[config.mk]
export PLATFORM = sky130hd
export DESIGN_NAME = htks_ctrl
export DESIGN_NICKNAME = d
export VERILOG_FILES = /design/src/htks_pkg.sv /design/src/htks_ctrl.sv
export SDC_FILE = /design/constraint.sdc
export NUM_CORES = 1
export LEC_CHECK = 0
export BUFFER_PORTS_ARGS = -buffer_cell sky130_fd_sc_hd__buf_2
export CAP_MARGIN = 15
export CELL_PAD_IN_SITES_DETAIL_PLACEMENT = 0
export CELL_PAD_IN_SITES_GLOBAL_PLACEMENT = 1
export CORE_MARGIN = 2
export CORE_UTILIZATION = 30
export DETAILED_ROUTE_END_ITERATION = 10
export GPL_TIMING_DRIVEN = 1
export PLACE_DENSITY_LB_ADDON = 0.3
export SLEW_MARGIN = 20
export SYNTH_ARGS = -nofsm -noshare
export SYNTH_HDL_FRONTEND = slang
export SYNTH_SLANG_ARGS = --single-unit
[constraint.sdc]
create_clock -name clk -period 2.2 [get_ports clk]
set_input_delay 0.44 -clock clk [delete_from_list [all_inputs] [get_ports clk]]
set_output_delay 0.44 -clock clk [all_outputs]
set_load 0.005 [all_outputs]
[src/htks_pkg.sv]
// Shared types and constants for the heap top-k selector.
// Record, item and result structs, config index codes and the
// controller/datapath command and status bundles. No dependencies.
package htks_pkg;

	localparam int KEY_W      = 32;
	localparam int TAG_W      = 10;
	localparam int SEL_W      = 7;
	localparam int CFG_IDX_W  = 2;
	localparam int CFG_DATA_W = 7;

	// configuration register indexes
	localparam logic [CFG_IDX_W-1:0] CFG_SELECT_COUNT = 2'd0;
	localparam logic [CFG_IDX_W-1:0] CFG_ORDER_MODE   = 2'd1;

	typedef struct packed {
		logic [KEY_W-1:0] dist_key;
		logic [TAG_W-1:0] item_tag;
		logic             last_item;
	} in_item_t;

	typedef struct packed {
		logic [KEY_W-1:0] out_key;
		logic [TAG_W-1:0] out_tag;
		logic             out_last;
	} out_item_t;

	// one heap entry
	typedef struct packed {
		logic [KEY_W-1:0] key;
		logic [TAG_W-1:0] tag;
	} rec_t;

	// heap store read address source
	typedef enum logic [2:0] {
		RD_BI   = 3'd0,
		RD_LC   = 3'd1,
		RD_RC   = 3'd2,
		RD_ROOT = 3'd3,
		RD_LAST = 3'd4
	} rd_sel_t;

	// controller to datapath
	typedef struct packed {
		logic    load;
		logic    build_init;
		logic    bi_dec;
		logic    pos_bi;
		logic    cur_cap;
		logic    left_cap;
		logic    right_cap;
		logic    move;
		logic    emit;
		logic    pop;
		logic    finish;
		logic    wr_en;
		logic    wr_child;
		logic    rd_en;
		rd_sel_t rd_sel;
	} htks_cmd_t;

	// datapath to controller
	typedef struct packed {
		logic lc_in;
		logic rc_in;
		logic win;
		logic bi_zero;
		logic k_done;
	} htks_sts_t;

endpackage

[src/htks_ctrl.sv]
// Sequencer for load, heap build, sift-down and extraction.
// Depends on htks_pkg for the command and status bundles.
module htks_ctrl import htks_pkg::*; (
	input  logic      clk,
	input  logic      arst_n,
	input  logic      start,
	input  logic      last_item,
	input  htks_sts_t sts,
	output htks_cmd_t cmd,
	output logic      busy
);

	typedef enum logic [10:0] {
		ST_IDLE    = 11'b000_0000_0001,
		ST_B_START = 11'b000_0000_0010,
		ST_B_NODE  = 11'b000_0000_0100,
		ST_B_CAP   = 11'b000_0000_1000,
		ST_S_A     = 11'b000_0001_0000,
		ST_S_B     = 11'b000_0010_0000,
		ST_S_C     = 11'b000_0100_0000,
		ST_S_MV    = 11'b000_1000_0000,
		ST_E_RD    = 11'b001_0000_0000,
		ST_E_OUT   = 11'b010_0000_0000,
		ST_E_CAP   = 11'b100_0000_0000
	} state_t;

	state_t state_q, state_d;
	logic   build_q;   // high while building, low for extraction sift-downs

	// state register
	always_ff @(posedge clk or negedge arst_n) begin
		if (!arst_n) begin
			state_q <= ST_IDLE;
			build_q <= 1'b0;
		end else begin
			state_q <= state_d;
			if (state_q == ST_B_START) begin
				build_q <= 1'b1;
			end else if (state_q == ST_E_CAP) begin
				build_q <= 1'b0;
			end
		end
	end

	// next state and commands
	always_comb begin
		cmd     = '0;
		cmd.rd_sel = RD_BI;
		state_d = state_q;
		unique case (state_q)
			ST_IDLE: begin
				if (start) begin
					cmd.load = 1'b1;
					if (last_item) begin
						state_d = ST_B_START;
					end
				end
			end
			ST_B_START: begin
				cmd.build_init = 1'b1;
				state_d        = ST_B_NODE;
			end
			ST_B_NODE: begin
				cmd.pos_bi = 1'b1;
				cmd.rd_en  = 1'b1;
				cmd.rd_sel = RD_BI;
				state_d    = ST_B_CAP;
			end
			ST_B_CAP: begin
				cmd.cur_cap = 1'b1;
				state_d     = ST_S_A;
			end
			ST_S_A: begin
				if (sts.lc_in) begin
					cmd.rd_en  = 1'b1;
					cmd.rd_sel = RD_LC;
					state_d    = ST_S_B;
				end else begin
					// leaf reached: park the carried record
					cmd.wr_en = 1'b1;
					if (build_q && !sts.bi_zero) begin
						cmd.bi_dec = 1'b1;
						state_d    = ST_B_NODE;
					end else begin
						state_d = ST_E_RD;
					end
				end
			end
			ST_S_B: begin
				cmd.left_cap = 1'b1;
				if (sts.rc_in) begin
					cmd.rd_en  = 1'b1;
					cmd.rd_sel = RD_RC;
					state_d    = ST_S_C;
				end else begin
					state_d = ST_S_MV;
				end
			end
			ST_S_C: begin
				cmd.right_cap = 1'b1;
				state_d       = ST_S_MV;
			end
			ST_S_MV: begin
				cmd.wr_en    = 1'b1;
				cmd.wr_child = sts.win;
				if (sts.win) begin
					cmd.move = 1'b1;
					state_d  = ST_S_A;
				end else if (build_q && !sts.bi_zero) begin
					cmd.bi_dec = 1'b1;
					state_d    = ST_B_NODE;
				end else begin
					state_d = ST_E_RD;
				end
			end
			ST_E_RD: begin
				if (sts.k_done) begin
					cmd.finish = 1'b1;
					state_d    = ST_IDLE;
				end else begin
					cmd.rd_en  = 1'b1;
					cmd.rd_sel = RD_ROOT;
					state_d    = ST_E_OUT;
				end
			end
			ST_E_OUT: begin
				cmd.emit   = 1'b1;
				cmd.rd_en  = 1'b1;
				cmd.rd_sel = RD_LAST;
				state_d    = ST_E_CAP;
			end
			ST_E_CAP: begin
				cmd.cur_cap = 1'b1;
				cmd.pop     = 1'b1;
				state_d     = ST_S_A;
			end
			default: begin
				state_d = ST_IDLE;
			end
		endcase
	end

	assign busy = (state_q != ST_IDLE);

endmodule

==> impl_metrics.ini <==
[floorplanning]
design.die.area_sq_um = 3350
io_pins = 27
core_sq_um = 2760
die_w_um = 57.8
die_h_um = 57.8
core.rowCount = 19
initial_utilization_pct = 31.5

[synthesis]
synth_ff_type = dfrtp_1
synth-async-reset-ratio_pct = 100
yosys_warnings = 0
synth_edf_count = 0
post-synth-top-count-cell = nor2_1
synth.distinct_cells = 41
ys_seq_elements = 12
synth_top_area_share_pct = 31.7
synth.cell_area_sq_um = 870
syn-instance-count = 102
syn_area_per_cell_sq_um = 8.53
ys_seq_area_share_pct = 34.7
yosysTopAreaCell = dfrtp_1
synthTopCellsByArea = dfrtp_1 (32%), nor3_1 (5.2%), nor2_1 (5.2%), nor4b_1 (5.0%), dfstp_2 (3.0%)
yosys-top-cells-count = nor2_1 (12), dfrtp_1 (11), nor3_1 (9)
synth_nets = 111

[placed_design]
dp_hpwl_um = 1720
portBuffers = 26
place_ws_ns = 0.180
gp_congestion = 0.810

[power]
powerDensity_nw_per_um2 = 678
leakagePower_nw = 0.615
ir_drop_mv = 0.690
fin_total_pwr_mw = 0.860

[timing]
finalCritPeriodShare_pct = 102
setup_slack_ns = -0.0518
fin_hold_ws_ns = 0.0234
clock.fmax_mhz = 444
rsz0062_at_grt = yes
hold_viol = 0
slew_headroom_pct = 77.8
maxSlewViolCount = 0
finalCriticalPeriod_ns = 2.25
worst_pin_slew_ns = 0.331
finalSetupTns_ns = -0.0518
final-setup-viol-count = 1
fin_skew_ns = 0.0109

[worst_setup_path]
r2r-start = state_q[5]
arrival_ns = 1.81
cp_max_fo = 4
startpoint = state_q[5]
critPathKind = flop to primary output
cp-start-kind = flop
required_ns = 1.76
endpoint_kind = primary output

[grt]
grt_pass1_vias = 879
grt_max_degree = 13
antenna_found_initial = 0
overflow = 0
grt_first_pass_wirelength_um = 3860
grt_usage_pct = 15.0

[clocking]
clkLatencyLatePin_ns = 0.28
cts.sinks = 12
htree_levels = 1
cts.reportedPaths.clkPinSlew_ns = 0.08
postCtsHoldBufs = 0
cts-buffers-inserted = 3
clockRootBuffer = clkbuf_4
clockBufferDepth = 2
cts_tree = done

[detailed_routing]
num_vias = 894
ant_nets = 0
drc_errors = 0
post_drt_wl_per_cell_um = 13.8
first_iter_violations = 9
dr.pass1.iters = 3
viasPerCell = 5.14
drt_wl_total_um = 2400

[min_path]
hold_class = input pin to asynchronous set/reset pin

[flow_run]
max-cap-violations = 0

[layout]
num-fill-cells = 290
syn_to_final_growth_pct = 45.9
drive_gt1_share_pct = 50.3
n_antenna_cell = 0
nets = 153
regArea_sq_um = 305
multi_input_area_sq_um = 603

[outcome]
outcome = complete, but fails checks
violations = setup timing
==> routing by layer <==
layer / GRT usage [%] / wire length (um)
met2: 25.0 / 1260
met5: 0 / 0
met3: 5.13 / 89
met1: 18.9 / 1030
met4: 2.99 / 17
==> worst max-delay path: stages (launching register included) <==
cell and delay (ns):
dfrtp_1 0.42, nor4_4 0.31, nand4b_1 0.17, or3b_4 0.43, nor2_2 0.08, buf_2 0.11
==> what timing repair did <==
item / in CTS / in global routing
resized for setup: 14 / 11
setup buffers: 5 / 6
endpoints found under the setup margin: 13 / 15
pin swaps: 3 / 5
==> metrics by stage <==
stage / instances / area, sq um / util [%]
after floorplan: 102 / 870 / -
after global placement: 159 / 1050 / 38.2
after detailed placement: 159 / 1050 / 38.2
after CTS: 168 / 1170 / 42.3
after global routing: 174 / 1270 / 46.0
final: 174 / 1270 / 46.0
==> cell families after synthesis <==
| group | share of synthesized area (%) |
|---|---|
| AO/OA/AOI/OAI | 9.50 |
| XOR/XNOR | 3.02 |
| AND/OR/NAND/NOR | 44.2 |
| buffers and inverters | 7.48 |
| flip-flops | 34.7 |
| multiplexers | 1.15 |
==> final cells by class <==
type / instances / share of cell area (%)
multi-input combinational: 77 / 47.5
sequential: 12 / 24.1
timing repair buffer: 45 / 21.8
tap: 31 / 3.06
clock buffer: 4 / 2.07
inverter: 5 / 1.48
==> layout by cell type (no fill, tap or decap), types with 3 or more instances in the layout <==
cell type,netlist,layout
dfrtp_2,0,3
dfrtp_1,11,8
buf_4,2,18
buf_2,1,26
nand4_1,3,3
nor2_1,12,11
nor3_1,9,5
clkbuf_4,0,3
inv_1,5,5
nand2_1,5,3
==> worst paths after layout <==
kind	endpoint	slack, ns	cells past startpoint
min in group clk	state_q[6]	0.40	3
min reg2reg	build_q	0.54	2
max in group asynchronous	state_q[0]	1.89	1
max	cmd[16]	-0.05	5
max reg2reg	state_q[0]	0.55	4
min	state_q[9]	0.02	1
==> power by group <==
part / switching, mW / leakage (nW) / internal [mW]
Combinational: 0.198 / 0.446 / 0.202
Clock: 0.0773 / 0.0150 / 0.0703
Sequential: 0.0556 / 0.154 / 0.257
Total: 0.331 / 0.615 / 0.529
==> state kept, by name, summed over array words and instances (netlist names) <==
register	count
build_q	1
state_q	11
No activity file was read; power rests on OpenSTA's default activity.
